===== src/nlv_pkg.sv =====
// ----------------------------------------------------------------------------
// nlv_pkg: shared types and constants for the numeric literal validator
// Character codes of the literal grammar and the item carried between stages.
// ----------------------------------------------------------------------------
package nlv_pkg;

    localparam int unsigned CharW  = 8;
    localparam int unsigned TdataW = 8;

    // characters of the grammar
    localparam logic [CharW-1:0] ChLowerE = 8'h65;
    localparam logic [CharW-1:0] ChUpperE = 8'h45;
    localparam logic [CharW-1:0] ChPoint  = 8'h2E;
    localparam logic [CharW-1:0] ChPlus   = 8'h2B;
    localparam logic [CharW-1:0] ChMinus  = 8'h2D;
    localparam logic [CharW-1:0] ChZero   = 8'h30;
    localparam logic [CharW-1:0] ChNine   = 8'h39;

    // one character item
    typedef struct packed {
        logic [CharW-1:0] char_code;
        logic             last_char;
    } char_item_t;

endpackage


===== src/nlv_recognizer.sv =====
// ----------------------------------------------------------------------------
// nlv_recognizer: phase register and transition logic of the literal grammar
// Advances one character per step and gives the verdict for a final character.
// ----------------------------------------------------------------------------
module nlv_recognizer (
    input  logic               aclk,
    input  logic               aresetn,
    input  logic               step,
    input  nlv_pkg::char_item_t item,
    output logic               verdict
);
    import nlv_pkg::*;

    typedef enum logic [3:0] {
        PhStart     = 4'd0,
        PhSign      = 4'd1,
        PhInt       = 4'd2,
        PhDotEmpty  = 4'd3,
        PhDotAfter  = 4'd4,
        PhFrac      = 4'd5,
        PhExpMark   = 4'd6,
        PhExpSign   = 4'd7,
        PhExpDigits = 4'd8,
        PhReject    = 4'd9
    } phase_t;

    phase_t phase_reg;
    phase_t phase_next;
    phase_t phase_step;

    logic is_dig;
    logic is_sgn;
    logic is_dot;
    logic is_exp;

    // character classes
    always_comb begin
        is_dig = (item.char_code >= ChZero) && (item.char_code <= ChNine);
        is_sgn = (item.char_code == ChPlus) || (item.char_code == ChMinus);
        is_dot = (item.char_code == ChPoint);
        is_exp = (item.char_code == ChLowerE) || (item.char_code == ChUpperE);
    end

    // transition table
    always_comb begin
        phase_step = PhReject;
        unique case (phase_reg)
            PhStart: begin
                if (is_sgn)      phase_step = PhSign;
                else if (is_dig) phase_step = PhInt;
            end
            PhSign: begin
                if (is_dig)      phase_step = PhInt;
                else if (is_dot) phase_step = PhDotEmpty;
            end
            PhInt: begin
                if (is_dig)      phase_step = PhInt;
                else if (is_dot) phase_step = PhDotAfter;
                else if (is_exp) phase_step = PhExpMark;
            end
            PhDotEmpty, PhDotAfter: begin
                if (is_dig)      phase_step = PhFrac;
            end
            PhFrac: begin
                if (is_dig)      phase_step = PhFrac;
                else if (is_exp) phase_step = PhExpMark;
            end
            PhExpMark: begin
                if (is_sgn)      phase_step = PhExpSign;
                else if (is_dig) phase_step = PhExpDigits;
            end
            PhExpSign, PhExpDigits: begin
                if (is_dig)      phase_step = PhExpDigits;
            end
            default: phase_step = PhReject;
        endcase
    end

    // accepting phases after this character
    assign verdict = (phase_step == PhInt) || (phase_step == PhDotAfter) ||
                     (phase_step == PhFrac) || (phase_step == PhExpDigits);

    // a final character sends the recognizer back to the start of a string
    always_comb begin
        phase_next = phase_reg;
        if (step) begin
            phase_next = item.last_char ? PhStart : phase_step;
        end
    end

    always_ff @(posedge aclk) begin
        if (!aresetn) begin
            phase_reg <= PhStart;
        end else begin
            phase_reg <= phase_next;
        end
    end

`ifndef SYNTHESIS
    a_final_restarts: assert property (@(posedge aclk) disable iff (!aresetn)
        step && item.last_char |=> phase_reg == PhStart)
        else $error("phase did not return to start after a final character");

    a_idle_holds: assert property (@(posedge aclk) disable iff (!aresetn)
        !step |=> $stable(phase_reg))
        else $error("phase changed without a character");

    a_reject_sticks: assert property (@(posedge aclk) disable iff (!aresetn)
        step && !item.last_char && phase_reg == PhReject |=> phase_reg == PhReject)
        else $error("rejected string left the reject phase");
`endif

endmodule


===== src/numeric_literal_validator.sv =====
// A final character passes the input register and then the verdict register before showing on m_tdata.
// Throughput: one character per cycle unless a final stalls; the phase updates once per item.
// A verdict waiting in the result register does not stall input until a second final arrives.
// Reset: aresetn low at a clock edge empties both registers and puts the phase at string start.
// ----------------------------------------------------------------------------
// numeric_literal_validator: decimal number literal recognizer
// Input register, grammar recognizer and verdict register; one verdict per string.
// ----------------------------------------------------------------------------
module numeric_literal_validator (
    input  logic                        aclk,
    input  logic                        aresetn,
    // input stream
    input  logic                        s_tvalid,
    output logic                        s_tready,
    input  logic [nlv_pkg::CharW-1:0]   s_tdata,   // [7:0] char_code
    input  logic                        s_tlast,   // last_char
    // result stream
    output logic                        m_tvalid,
    input  logic                        m_tready,
    output logic [nlv_pkg::TdataW-1:0]  m_tdata    // [0] is_number, [7:1] zero
);
    import nlv_pkg::*;

    logic       in_valid_reg;
    logic       in_valid_next;
    char_item_t in_item_reg;
    logic       out_valid_reg;
    logic       out_valid_next;
    logic       out_bit_reg;
    logic       out_bit_next;
    logic       out_free;
    logic       advance;
    logic       verdict;

    // a character moves on unless it is final and the verdict slot is full
    assign out_free = !out_valid_reg || m_tready;
    assign advance  = in_valid_reg && (!in_item_reg.last_char || out_free);
    assign s_tready = !in_valid_reg || advance;

    nlv_recognizer u_recognizer (
        .aclk    (aclk),
        .aresetn (aresetn),
        .step    (advance),
        .item    (in_item_reg),
        .verdict (verdict)
    );

    // next values of the two registers
    always_comb begin
        in_valid_next  = in_valid_reg;
        out_valid_next = out_valid_reg;
        out_bit_next   = out_bit_reg;
        if (s_tready) begin
            in_valid_next = s_tvalid;
        end
        if (out_valid_reg && m_tready) begin
            out_valid_next = 1'b0;
        end
        if (advance && in_item_reg.last_char) begin
            out_valid_next = 1'b1;
            out_bit_next   = verdict;
        end
    end

    // control registers
    always_ff @(posedge aclk) begin
        if (!aresetn) begin
            in_valid_reg  <= 1'b0;
            out_valid_reg <= 1'b0;
        end else begin
            in_valid_reg  <= in_valid_next;
            out_valid_reg <= out_valid_next;
        end
    end

    // payload registers
    always_ff @(posedge aclk) begin
        if (s_tready) begin
            in_item_reg.char_code <= s_tdata;
            in_item_reg.last_char <= s_tlast;
        end
        out_bit_reg <= out_bit_next;
    end

    assign m_tvalid = out_valid_reg;
    assign m_tdata  = {{(TdataW-1){1'b0}}, out_bit_reg};

`ifndef SYNTHESIS
    a_final_gives_verdict: assert property (@(posedge aclk) disable iff (!aresetn)
        advance && in_item_reg.last_char |=> out_valid_reg)
        else $error("final character produced no verdict");

    a_blocked_final_held: assert property (@(posedge aclk) disable iff (!aresetn)
        in_valid_reg && in_item_reg.last_char && !out_free |=> in_valid_reg)
        else $error("final character dropped while verdict slot was full");

    a_no_overwrite: assert property (@(posedge aclk) disable iff (!aresetn)
        out_valid_reg && !m_tready |=> out_valid_reg && $stable(out_bit_reg))
        else $error("pending verdict overwritten");
`endif

endmodule

===== config.mk =====
export PLATFORM = sky130hd
export DESIGN_NAME = numeric_literal_validator
export DESIGN_NICKNAME = d
export VERILOG_FILES = /design/src/nlv_pkg.sv /design/src/nlv_recognizer.sv /design/src/numeric_literal_validator.sv
export SDC_FILE = /design/constraint.sdc
export NUM_CORES = 1
export LEC_CHECK = 0
export ABC_AREA = 0
export BUFFER_PORTS_ARGS = -buffer_cell sky130_fd_sc_hd__clkbuf_2
export CORE_MARGIN = 2
export CORE_UTILIZATION = 49
export DETAILED_ROUTE_END_ITERATION = 12
export HOLD_SLACK_MARGIN = 0.06
export PLACE_DENSITY = 0.83
export RECOVER_POWER = 25
export SYNTH_ARGS = -nofsm -noshare
export SYNTH_HDL_FRONTEND = slang
export SYNTH_SLANG_ARGS = --single-unit

===== constraint.sdc =====
create_clock -name aclk -period 3 [get_ports aclk]
set_input_delay 0 -clock aclk [delete_from_list [all_inputs] [get_ports aclk]]
set_output_delay 0 -clock aclk [all_outputs]
set_load 0.01 [all_outputs]

# --- Yosys cells after proc, flatten, opt, wreduce, memory -nomap -nowiden ---
# Index checks and enable logic that the tools add are counted.
classes:
  order_cmp: 2
  n_eq_ne: 17
  mux: 15
  n_reduce_logical: 19
op_table:
  columns: ["cell", "n"]
  rows:
  - ["$mux 4", 11]
  - ["$pmux 4 s7", 1]
  - ["$eq 4x3->1 const B", 6]
  - ["$eq 8x6->1 const B", 3]
  - ["$eq 8x7->1 const B", 2]
  - ["$eq 4x2->1 const B", 3]
  - ["$eq 4x4->1 const B", 2]
  - ["$ge 8x6->1 const B", 1]
  - ["$le 8x6->1 const B", 1]
  - ["$logic_or 1x1->1", 8]
  - ["$eq 4x1->1 const B", 1]
  - ["$logic_and 1x1->1", 4]
  - ["$logic_not 4->1", 1]
  - ["$reduce_or 2->1", 2]
  - ["$logic_not 1->1", 3]
  - ["$mux 1", 3]
  - ["$reduce_bool 2->1", 1]
totals:
  wordCells: 59
  output_inout_bits: 10
  inputBits: 13
  regBits: 16

# --- Longest topological paths before layout ---
# Gate-level depths: netlist of run 1.
logic_depth:
  word_depth: 10
  mapped_depth: 6
  mapped_depth_nobuf: 5

# --- Hierarchy ---
# A second synthesis of run 1 with hierarchy kept.
hier_totals:
  cells_unflattened: 102
  hier_area_um2: 1014.7
by_module_without_submodules:
  columns: ["module", "seq_area_each_um2", "area_each_um2", "instances", "cells_per_inst"]
  rows:
  - ["nlv_recognizer", 80.1, 550.5, 1, 72]
  - ["numeric_literal_validator", 340.3, 464.2, 1, 30]

# --- Least setup slack after synthesis of run 1 ---
# Ideal clock, no wire load.
synth_path:
  kind: "reg-to-reg"
  startpoint: "reg in_item_reg[5] (netlist bit)"
  endpoint: "reg out_bit_reg, data pin"
  required_time_ns: 2.737
  path_slack_ns: 1.352
  n_path_buf: 0
  period_less_slack_ns: 1.648
  path_stages_with_launch: 6
  arrival_time_ns: 1.385
  setup_ns: 0.263
  path_cell_list: "edfxtp_1 > nor3b_4 > nand2_1 > o41ai_1 > or3_1 > mux2i_1"
synth_between:
  elab_chain_len: 10
  word_cells_on_any_way: 29
  classes_between: "order compare (2); eq/ne (9); mux (12); reduce/logical (6)"
synth_lines:
  columns: ["element", "line_no", "text"]
  rows:
  - ["start, declared", "numeric_literal_validator.sv:26", "char_item_t in_item_reg;"]
  - ["parallel branches: the longest is 5 deep, another holds $ge 8x6->1", null, null]
  - ["$pmux 4 s7 *", "nlv_recognizer.sv:47", "unique case (phase_reg)"]
  - ["$eq 4x2->1 / $eq 4x3->1 (equally long branches)", "nlv_recognizer.sv:80", "assign verdict = (phase_step == PhInt) || (phase_step == PhDotAfter) ||"]
  - ["$logic_or 1x1->1 (2 in a row)", "nlv_recognizer.sv:80", null]
  - ["$logic_or 1x1->1 *", "nlv_recognizer.sv:81", "(phase_step == PhFrac) || (phase_step == PhExpDigits);"]
  - ["named net u_recognizer.verdict", "nlv_recognizer.sv:10", "output logic verdict"]
  - ["end signal, assigned", "numeric_literal_validator.sv:82", "out_bit_reg <= out_bit_next;"]
  - ["end, declared", "numeric_literal_validator.sv:29", "logic out_bit_reg;"]
# Mark *: on every way through the listed nets, which the timed path passes.
# A chain may end at the register's enable or synchronous reset.

# --- Worst setup path after layout of run 1 ---
layout_path:
  startpoint: "reg out_valid_reg, in the netlist m_tvalid"
  endpoint: "reg in_valid_reg"
layout_between:
  elab_chain_len: 5
layout_lines:
  columns: ["element", "line_no", "text"]
  rows:
  - ["start, declared", "numeric_literal_validator.sv:27", "logic out_valid_reg;"]
  - ["start signal, assigned", "numeric_literal_validator.sv:72", "out_valid_reg <= out_valid_next;"]
  - ["$logic_not 1->1", "numeric_literal_validator.sv:36", "assign out_free = !out_valid_reg || m_tready;"]
  - ["$logic_or 1x1->1", "numeric_literal_validator.sv:36", null]
  - ["$logic_or 1x1->1", "numeric_literal_validator.sv:37", "assign advance = in_valid_reg && (!in_item_reg.last_char || out_free);"]
  - ["$logic_and 1x1->1", "numeric_literal_validator.sv:37", null]
  - ["$logic_or 1x1->1", "numeric_literal_validator.sv:38", "assign s_tready = !in_valid_reg || advance;"]
  - ["end signal, assigned", "numeric_literal_validator.sv:71", "in_valid_reg <= in_valid_next;"]
  - ["end, declared", "numeric_literal_validator.sv:24", "logic in_valid_reg;"]
# No other way between the ends.

==> results of run 1 <==
## routing by layer
metal | vias up | part of all wire, % | track usage [%] | wire length, um
met5 | - | 0 | 0 | 0
met4 | 0 | 1.3 | 6.94 | 27
met3 | 4 | 5.8 | 2.73 | 125
met2 | 44 | 51 | 33.3 | 1080
met1 | 420 | 42 | 23.7 | 901
li1 | 434 | - | - | -
## worst min path at each step
stage               startpoint                                     end  slack, ps  cells after the start
CTS                   m_tready  u_recognizer.phase_reg[1]$_SDFFE_PN0P_        220                      6
global route          m_tready                   out_bit_reg$_DFFE_PP_        310                      4
global placement    s_tdata[1]                in_item_reg[2]$_DFFE_PP_        180                      1
floorplan              s_tlast                in_item_reg[0]$_DFFE_PP_        100                      0
finish                m_tready  u_recognizer.phase_reg[1]$_SDFFE_PN0P_        250                      6
detailed placement  s_tdata[1]                in_item_reg[2]$_DFFE_PP_        180                      1
## what timing repair did
action                    CTS  global route
hold endpoints to repair   15             0
buffers inserted            0             0
hold buffers               13             0
## worst max-delay path: stages (launching register included)
cell and delay, ps:
dfxtp_1 350, nor2b_1 230, nand3_1 390, a21boi_0 290, dlygate4sd3_1 570
## power groups by stage
stage	registers, mW	clock network (mW)	logic, mW
global route	0.257	0.127	0.0614
detailed placement	0.261	0	0.0414
floorplan	0.254	0	0.0405
CTS	0.255	0.119	0.0544
global placement	0.260	0	0.0409
finish	0.256	0.117	0.0558
## placed cells by master, fill, tap and decap left out, types with 3 or more instances in the layout
cell type	synthesis	layout
clkbuf_4	0	3
dfxtp_1	6	6
o31ai_1	3	3
nand2_1	10	10
clkbuf_2	0	15
nand4_1	3	3
edfxtp_1	10	10
nor2b_1	5	5
nand3_1	5	5
conb_1	1	7
dlygate4sd3_1	0	13
a21oi_1	4	4
inv_1	3	3
## cell type report
cell class / count / area (um^2)
Fill cell: 165 / 757
Inverter: 3 / 11.3
Tap cell: 27 / 33.8
Clock buffer: 4 / 26.3
Multi-Input combinational cell: 79 / 528
Sequential cell: 16 / 420
Timing Repair Buffer: 28 / 205
## logic make-up after synthesis
family,Yosys count
mux,1
xor+xnor,1
simple gates,45
buf+inv,17
flops,16
compound gates,25
other cells,1
==> results.py, run 1 <==
metrics = {
    "status": {
        "status": "finished, final reports clean",
    },
    "logic_synthesis": {
        "synth_cell_types": 46,
        "synth_xor_area_share_pct": 0.847,
        "ys_top_cells_by_area": "edfxtp_1 (29%), dfxtp_1 (12%), buf_4 (5.8%)",
        "synth_top_family_by_area": "simple AND/OR/NAND/NOR gates",
        "ys_warn_count": 0,
        "synth-compound-area-share_pct": 17.3,
        "synth_common_cells": "edfxtp_1 (10), nand2_1 (10), buf_4 (8), dfxtp_1 (6)",
        "yosysTopAreaCell": "edfxtp_1",
        "syn_area_mm2": 0.00103,
        "synth_largest_type_area_fraction_pct": 29.1,
        "synth_seq_cells": 16,
        "syn_inst": 106,
        "yosys.area_share.simple_pct": 29.4,
        "synth_area_per_cell_um2": 9.75,
        "synthFlopType": "edfxtp_1",
        "synth_edf_count": 10,
        "synth_mux_area_share_pct": 0.969,
        "ys_async_sr_fraction_pct": 0,
        "synth_fa_ha_area_share_pct": 0,
        "ys_seq_area_share_pct": 40.7,
    },
    "clock_tree": {
        "clk_path_buf_depth": 2,
        "cts_tree": "yes",
        "path_clk_slew_ps": 90,
        "cts_resized": 0,
        "clock-sinks": 16,
        "numCtsBuffers": 3,
        "cts_max_level": 1,
        "clk_latency_ps": 280,
        "clockRootBuffer": "clkbuf_4",
    },
    "worst_setup_path": {
        "worstSetupStartpointType": "flip-flop",
        "critical_path_class": "reg2reg",
        "r2r-start": "m_tvalid$_SDFFE_PN0P_",
        "endpoint": "in_valid_reg$_SDFFE_PN0P_",
        "crit_path_end_kind": "flip-flop",
        "path_max_fanout": 11,
        "cp.arrival_ps": 2120,
        "crit_start": "m_tvalid$_SDFFE_PN0P_",
        "regToRegEndpoint": "in_valid_reg$_SDFFE_PN0P_",
        "reg2reg_depth": 4,
        "required_ps": 3230,
        "r2r_setup_slack_ps": 1110,
    },
    "sta": {
        "hold_violations": 0,
        "layout_setup_ws_ps": 1110,
        "rsz0062_at_grt": "no",
        "finalSetupTns_ps": 0,
        "skew_ps": 0.290,
        "drv_slew": 0,
        "post-route-min-period_ps": 1890,
        "setup_viol": 0,
        "finalCritPeriodShare_pct": 62.9,
        "fmaxAchievable_mhz": 530,
        "hold_ws_ps": 246,
    },
    "cells_and_area": {
        "antenna_cells": 0,
        "largest_register_ff_count": 9,
        "fin_util_pct": 61.8,
        "nNetsFinal": 144,
        "area_growth_pct": 18.5,
        "finalInstanceArea_mm2": 0.00122,
        "fin_cells": 157,
        "drive_gt1_share_pct": 17.7,
    },
    "place": {
        "numPortBuffers": 15,
        "dp_slack_ps": 1140,
        "hpwl_um": 1460,
        "gp_congestion": 0.934,
        "place_area_mm2": 0.00107,
        "dp_cells": 140,
    },
    "power_and_ir_drop": {
        "internal_power_mw": 0.325,
        "p_comb_share_pct": 13.0,
        "power.total_mw": 0.428,
        "p_per_area_mw_per_mm2": 350,
        "clock_power_share_pct": 27.3,
        "swShare_pct": 24.1,
        "ir_drop_uv": 240,
        "switching_power_mw": 0.103,
        "pwr-share-seq_pct": 59.7,
        "p_leak_nw": 0.510,
    },
    "global_route": {
        "grt_max_degree": 15,
        "overflow": 0,
        "grt_usage_pct": 19.1,
        "antenna_found_initial": 0,
        "grt_pass1_vias": 825,
        "grt_pass1_wl_um": 3660,
    },
    "die": {
        "die_w_um": 49.9,
        "rows": 16,
        "core_mm2": 0.00198,
        "fp.dieH_um": 49.9,
        "ios": 23,
        "start_util_pct": 52.1,
        "dieArea_mm2": 0.00249,
    },
    "detailed_routing": {
        "initialDrtViolationCount": 38,
        "drt_pass1_iterations": 4,
        "dr_total_vias": 902,
        "drc": 0,
        "wire_per_inst_um": 13.6,
        "ant_nets": 0,
        "wl_um": 2140,
        "routed_via_density": 5.75,
    },
    "worst_hold_path": {
        "min_path_type": "in2reg",
    },
    "flow_run": {
        "maxCapViolCount": 0,
    },
}
(Power assumes the default switching activity.)
==> run 2, diff against run 1 <==
--- a/config.mk
+++ b/config.mk
@@ -8,10 +8,10 @@
 export ABC_AREA = 0
 export BUFFER_PORTS_ARGS = -buffer_cell sky130_fd_sc_hd__clkbuf_2
 export CORE_MARGIN = 2
-export CORE_UTILIZATION = 49
+export CORE_UTILIZATION = 47
 export DETAILED_ROUTE_END_ITERATION = 12
 export HOLD_SLACK_MARGIN = 0.06
-export PLACE_DENSITY = 0.83
+export PLACE_DENSITY = 0.84
 export RECOVER_POWER = 25
 export SYNTH_ARGS = -nofsm -noshare
 export SYNTH_HDL_FRONTEND = slang
==> constraint.sdc (replaced) <==
create_clock -name aclk -period 1.7 [get_ports aclk]
set_input_delay 0 -clock aclk [delete_from_list [all_inputs] [get_ports aclk]]
set_output_delay 0 -clock aclk [all_outputs]
set_load 0.01 [all_outputs]
==> results.py, run 2 (same netlist as run 1, synthesis figures left out) <==
metrics = {
    "power_and_ir_drop": {
        "pwr-share-seq_pct": 57.4,
        "ir_drop_uv": 588,
        "p_comb_share_pct": 16.5,
        "power.total_mw": 0.782,
        "p_per_area_mw_per_mm2": 577,
        "swShare_pct": 25.4,
        "internal_power_mw": 0.584,
        "p_leak_nw": 0.574,
        "clock_power_share_pct": 26.1,
        "switching_power_mw": 0.198,
    },
    "cells_and_area": {
        "largest_register_ff_count": 9,
        "nNetsFinal": 154,
        "regArea_um2": 420,
        "multi_input_area_um2": 581,
        "fin_cells": 167,
        "fin_util_pct": 67.0,
        "final_common_cell": "clkbuf_2",
        "fillers": 142,
        "antenna_cells": 0,
        "area_growth_pct": 31.1,
        "layout_common_cells": "clkbuf_2 (15), dlygate4sd3_1 (11), edfxtp_1 (10), buf_4 (10), nand2_1 (9)",
        "drive_gt1_share_pct": 31.4,
    },
    "die": {
        "rows": 16,
        "die_w_um": 50.9,
        "dieArea_mm2": 0.00259,
        "fp.dieH_um": 50.9,
        "ios": 23,
        "start_util_pct": 51.1,
        "core_mm2": 0.00202,
    },
    "clock_tree": {
        "cts_tree": "yes",
        "clockRootBuffer": "clkbuf_4",
        "clk_path_buf_depth": 2,
        "cts_max_level": 1,
        "numCtsBuffers": 3,
        "clk_latency_ps": 280,
        "clock-sinks": 16,
        "path_clk_slew_ps": 90,
    },
    "sta": {
        "layout_setup_ws_ps": -66.0,
        "hold_ws_ps": 59.4,
        "post-route-min-period_ps": 1770,
        "skew_ps": 1.61,
        "drv_slew": 0,
        "setup_viol": 3,
        "fmaxAchievable_mhz": 566,
        "finalCritPeriodShare_pct": 104,
        "rsz0062_at_grt": "yes",
        "finalSetupTns_ps": -136,
        "hold_violations": 0,
    },
    "worst_hold_path": {
        "worstHoldStart": "m_tready",
        "min_path_cells": 3,
        "min_path_type": "in2reg",
        "holdPathEnd": "m_tvalid$_SDFFE_PN0P_",
    },
    "worst_setup_path": {
        "critical_path_class": "reg2reg",
        "regToRegEndpoint": "out_bit_reg$_DFFE_PP_",
        "path_cells": "nor3b_1, nand2_1, o41ai_2, or3_1, mux2i_1",
        "crit_slowest_cell": "edfxtp_1",
        "crit_start": "in_item_reg[2]$_DFFE_PP_",
        "reg2reg_depth": 5,
        "r2r_setup_slack_ps": -70,
        "r2r-start": "in_item_reg[2]$_DFFE_PP_",
        "crit_path_end_kind": "flip-flop",
        "slowest_delay_ps": 470,
        "worstSetupStartpointType": "flip-flop",
        "cp.arrival_ps": 1800,
        "required_ps": 1740,
        "path_max_fanout": 4,
    },
    "global_route": {
        "grt_max_degree": 12,
        "antenna_found_initial": 0,
        "grt_usage_pct": 21.9,
        "grt_pass1_wl_um": 4280,
        "overflow": 0,
        "grt_pass1_vias": 928,
    },
    "detailed_routing": {
        "initialDrtViolationCount": 32,
        "dr_total_vias": 981,
        "met2_length_um": 1440,
        "wire_per_inst_um": 16.3,
        "drc": 0,
        "met1_length_um": 1050,
        "wl_um": 2720,
        "top_layer": "met4",
        "ant_nets": 0,
        "drt_pass1_iterations": 4,
        "routed_via_density": 5.87,
        "wl_met3_um": 170,
    },
    "status": {
        "status": "complete, but fails checks",
        "violations": "setup timing",
    },
    "place": {
        "gp_congestion": 0.928,
        "hpwl_um": 1670,
        "numPortBuffers": 15,
        "dp_cells": 150,
    },
    "flow_run": {
        "maxCapViolCount": 0,
    },
}
-- run 2: cell types whose count changed in the layout (fill, tap and decap cells not counted), sizes merged --
cell	delta
buf	+12
dlygate4sd3	-2
clkbuf	-1
clkinv	+1
-- run 2: repair_timing --
item	4_1_cts	5_1_grt
hold buffers	11	0
gates resized for setup	4	7
setup endpoints to repair	3	4
buffers inserted	0	2
endpoints found under the hold margin	13	0
pin swaps	2	4
-- run 2: layer usage --
metal | GRT usage (%) | up-vias
li1 | - | 455
met3 | 2.63 | 10
met5 | 0 | -
met4 | 4.95 | 0
met2 | 40.6 | 57
met1 | 27.2 | 459
-- run 2: cell type report --
| class | instances | area share [%] |
|---|---|---|
| Multi-Input combinational cell | 79 | 42.8 |
| Sequential cell | 16 | 31.0 |
| Timing Repair Buffer | 38 | 20.9 |
| Tap cell | 27 | 2.49 |
| Clock buffer | 3 | 1.66 |
| Inverter | 3 | 0.831 |
| Clock inverter | 1 | 0.277 |
-- run 2: worst max-delay path by stage --
stage	cells past startpoint	slack, ps	endpoint
after floorplan	5	50	out_bit_reg$_DFFE_PP_
after global placement	5	-40	out_bit_reg$_DFFE_PP_
after detailed placement	5	-30	out_bit_reg$_DFFE_PP_
after CTS	6	-30	u_recognizer.phase_reg[0]$_SDFFE_PN0P_
after global routing	6	-140	u_recognizer.phase_reg[0]$_SDFFE_PN0P_
final	5	-70	out_bit_reg$_DFFE_PP_
-- run 2: per-stage QoR --
stage	area [um^2]	setup slack, ps
CTS	1300	-33.7
detailed placement	1140	-25.4
finish	1360	-66.0
global route	1360	-137
global placement	1140	-36.4
floorplan	1060	52.0
-- run 2: critical path, delay by kind of cell (launching register included) --
family / cells / cell delay [ps]
muxes: 1 / 70
AOI/OAI and AO/OA: 1 / 360
DFF: 1 / 470
and+or+nand+nor: 3 / 620
-- run 2: power by group through the flow --
stage | logic [mW] | registers [mW] | clock network [mW]
detailed placement | 0.0913 | 0.456 | 0
global route | 0.140 | 0.452 | 0.224
global placement | 0.0877 | 0.454 | 0
floorplan | 0.0715 | 0.449 | 0
CTS | 0.113 | 0.447 | 0.199
finish | 0.129 | 0.449 | 0.204
==> run 3, diff against run 2 <==
--- a/config.mk
+++ b/config.mk
@@ -12,7 +12,7 @@
 export DETAILED_ROUTE_END_ITERATION = 12
 export HOLD_SLACK_MARGIN = 0.06
 export PLACE_DENSITY = 0.84
-export RECOVER_POWER = 25
+export RECOVER_POWER = 50
 export SYNTH_ARGS = -nofsm -noshare
 export SYNTH_HDL_FRONTEND = slang
 export SYNTH_SLANG_ARGS = --single-unit
==> results.py, run 3 (same netlist as run 1, synthesis figures left out) <==
metrics = {
    "status": {
        "status": "complete, but fails checks",
        "violations": "setup timing",
    },
    "global_route": {
        "grt_pass1_wl_um": 4280,
        "overflow": 0,
        "grt_usage_pct": 21.9,
        "grt_pass1_vias": 928,
        "grt_max_degree": 12,
        "antenna_found_initial": 0,
    },
    "die": {
        "fp.dieH_um": 50.9,
        "core_mm2": 0.00202,
        "rows": 16,
        "ios": 23,
        "die_w_um": 50.9,
        "dieArea_mm2": 0.00259,
        "start_util_pct": 51.1,
    },
    "cells_and_area": {
        "regArea_um2": 420,
        "layout_common_cells": "clkbuf_2 (12), dlygate4sd3_1 (11), edfxtp_1 (10), buf_4 (10), nand2_1 (9)",
        "multi_input_area_um2": 581,
        "area_growth_pct": 30.8,
        "final_common_cell": "clkbuf_2",
        "drive_gt1_share_pct": 29.3,
        "nNetsFinal": 154,
        "fin_util_pct": 66.8,
        "largest_register_ff_count": 9,
        "antenna_cells": 0,
        "fillers": 142,
        "finalInstanceArea_mm2": 0.00135,
    },
    "worst_setup_path": {
        "critical_path_class": "reg2reg",
        "path_max_fanout": 4,
        "cp.arrival_ps": 1820,
        "worstSetupStartpointType": "flip-flop",
        "crit_path_end_kind": "flip-flop",
        "required_ps": 1740,
    },
    "detailed_routing": {
        "wire_per_inst_um": 16.4,
        "dr_total_vias": 971,
        "initialDrtViolationCount": 32,
        "drc": 0,
        "wl_um": 2740,
        "drt_pass1_iterations": 4,
        "ant_nets": 0,
        "routed_via_density": 5.81,
    },
    "clock_tree": {
        "path_clk_slew_ps": 90,
        "clk_path_buf_depth": 2,
        "clk_latency_ps": 280,
        "cts_max_level": 1,
        "clockRootBuffer": "clkbuf_4",
        "numCtsBuffers": 3,
        "clock-sinks": 16,
        "cts_tree": "yes",
    },
    "sta": {
        "layout_setup_ws_ps": -85.4,
        "hold_ws_ps": 58.6,
        "finalCritPeriodShare_pct": 105,
        "rsz0062_at_grt": "yes",
        "drv_slew": 0,
        "skew_ps": 2.12,
        "setup_viol": 3,
        "post-route-min-period_ps": 1790,
        "hold_violations": 0,
        "fmaxAchievable_mhz": 560,
    },
    "power_and_ir_drop": {
        "power.total_mw": 0.782,
        "p_per_area_mw_per_mm2": 578,
        "p_leak_nw": 0.565,
        "ir_drop_uv": 588,
    },
    "place": {
        "numPortBuffers": 15,
        "hpwl_um": 1670,
        "place_area_mm2": 0.00114,
        "dp_slack_ps": -25.4,
        "gp_congestion": 0.928,
    },
    "worst_hold_path": {
        "min_path_type": "in2reg",
    },
    "flow_run": {
        "maxCapViolCount": 0,
    },
}
-- run 3: cell counts in the layout (fill, tap and decap cells not counted) --
Identical to the previous run, type by type.
-- run 3: power by group --
| part | switching [mW] | internal (mW) | total [mW] |
|---|---|---|---|
| clock network | 0.119 | 0.0853 | 0.204 |
| logic | 0.0603 | 0.0683 | 0.129 |
| registers | 0.0195 | 0.429 | 0.449 |
-- run 3: final timing paths --
path,endpoint,from,cells after the start,slack [ps]
worst max-delay path,out_bit_reg$_DFFE_PP_,in_item_reg[2]$_DFFE_PP_,5,-90
worst min-delay path,m_tvalid$_SDFFE_PN0P_,m_tready,3,60
worst max register to register,out_bit_reg$_DFFE_PP_,in_item_reg[2]$_DFFE_PP_,5,-90
worst min register to register,u_recognizer.phase_reg[1]$_SDFFE_PN0P_,u_recognizer.phase_reg[1]$_SDFFE_PN0P_,2,510
-- run 3: repair_timing --
item | in CTS | in global routing
gates cloned | 0 | 0
setup endpoints to repair | 3 | 4
buffers inserted | 0 | 2
resized for setup | 4 | 7
hold endpoints to repair | 13 | 0
pin swaps | 2 | 4
hold buffers | 11 | 0
-- run 3: area by class of cell --
type / instances / share of cell area, %
multi-input cells: 79 / 43.0
inverters: 3 / 0.833
repair buffers: 38 / 20.6
flip-flops and latches: 16 / 31.1
clock inverters: 1 / 0.278
clock buffers: 3 / 1.67
well taps: 27 / 2.50
-- run 3: layer usage --
metal	vias up	GRT usage, %	routed length (um)
li1	456	-	-
met1	455	27.2	1090
met2	52	40.6	1440
met3	8	2.63	158
met4	0	4.95	54
met5	-	0	0
-- run 3: worst max-delay path, stage by stage, from the launching register on --
cell and delay, ps:
edfxtp_1 470, nor3b_1 300, nand2_1 160, o41ai_2 380, or3_1 170, mux2i_1 70
-- run 3: stage by stage --
| step | setup TNS [ps] | cells |
|---|---|---|
| 2_1_floorplan | 0 | 112 |
| 3_3_place_gp | -36.4 | 150 |
| 3_5_place_dp | -67.0 | 150 |
| 4_1_cts | -87.9 | 165 |
| 5_1_grt | -398 | 167 |
| 6_report | -154 | 167 |
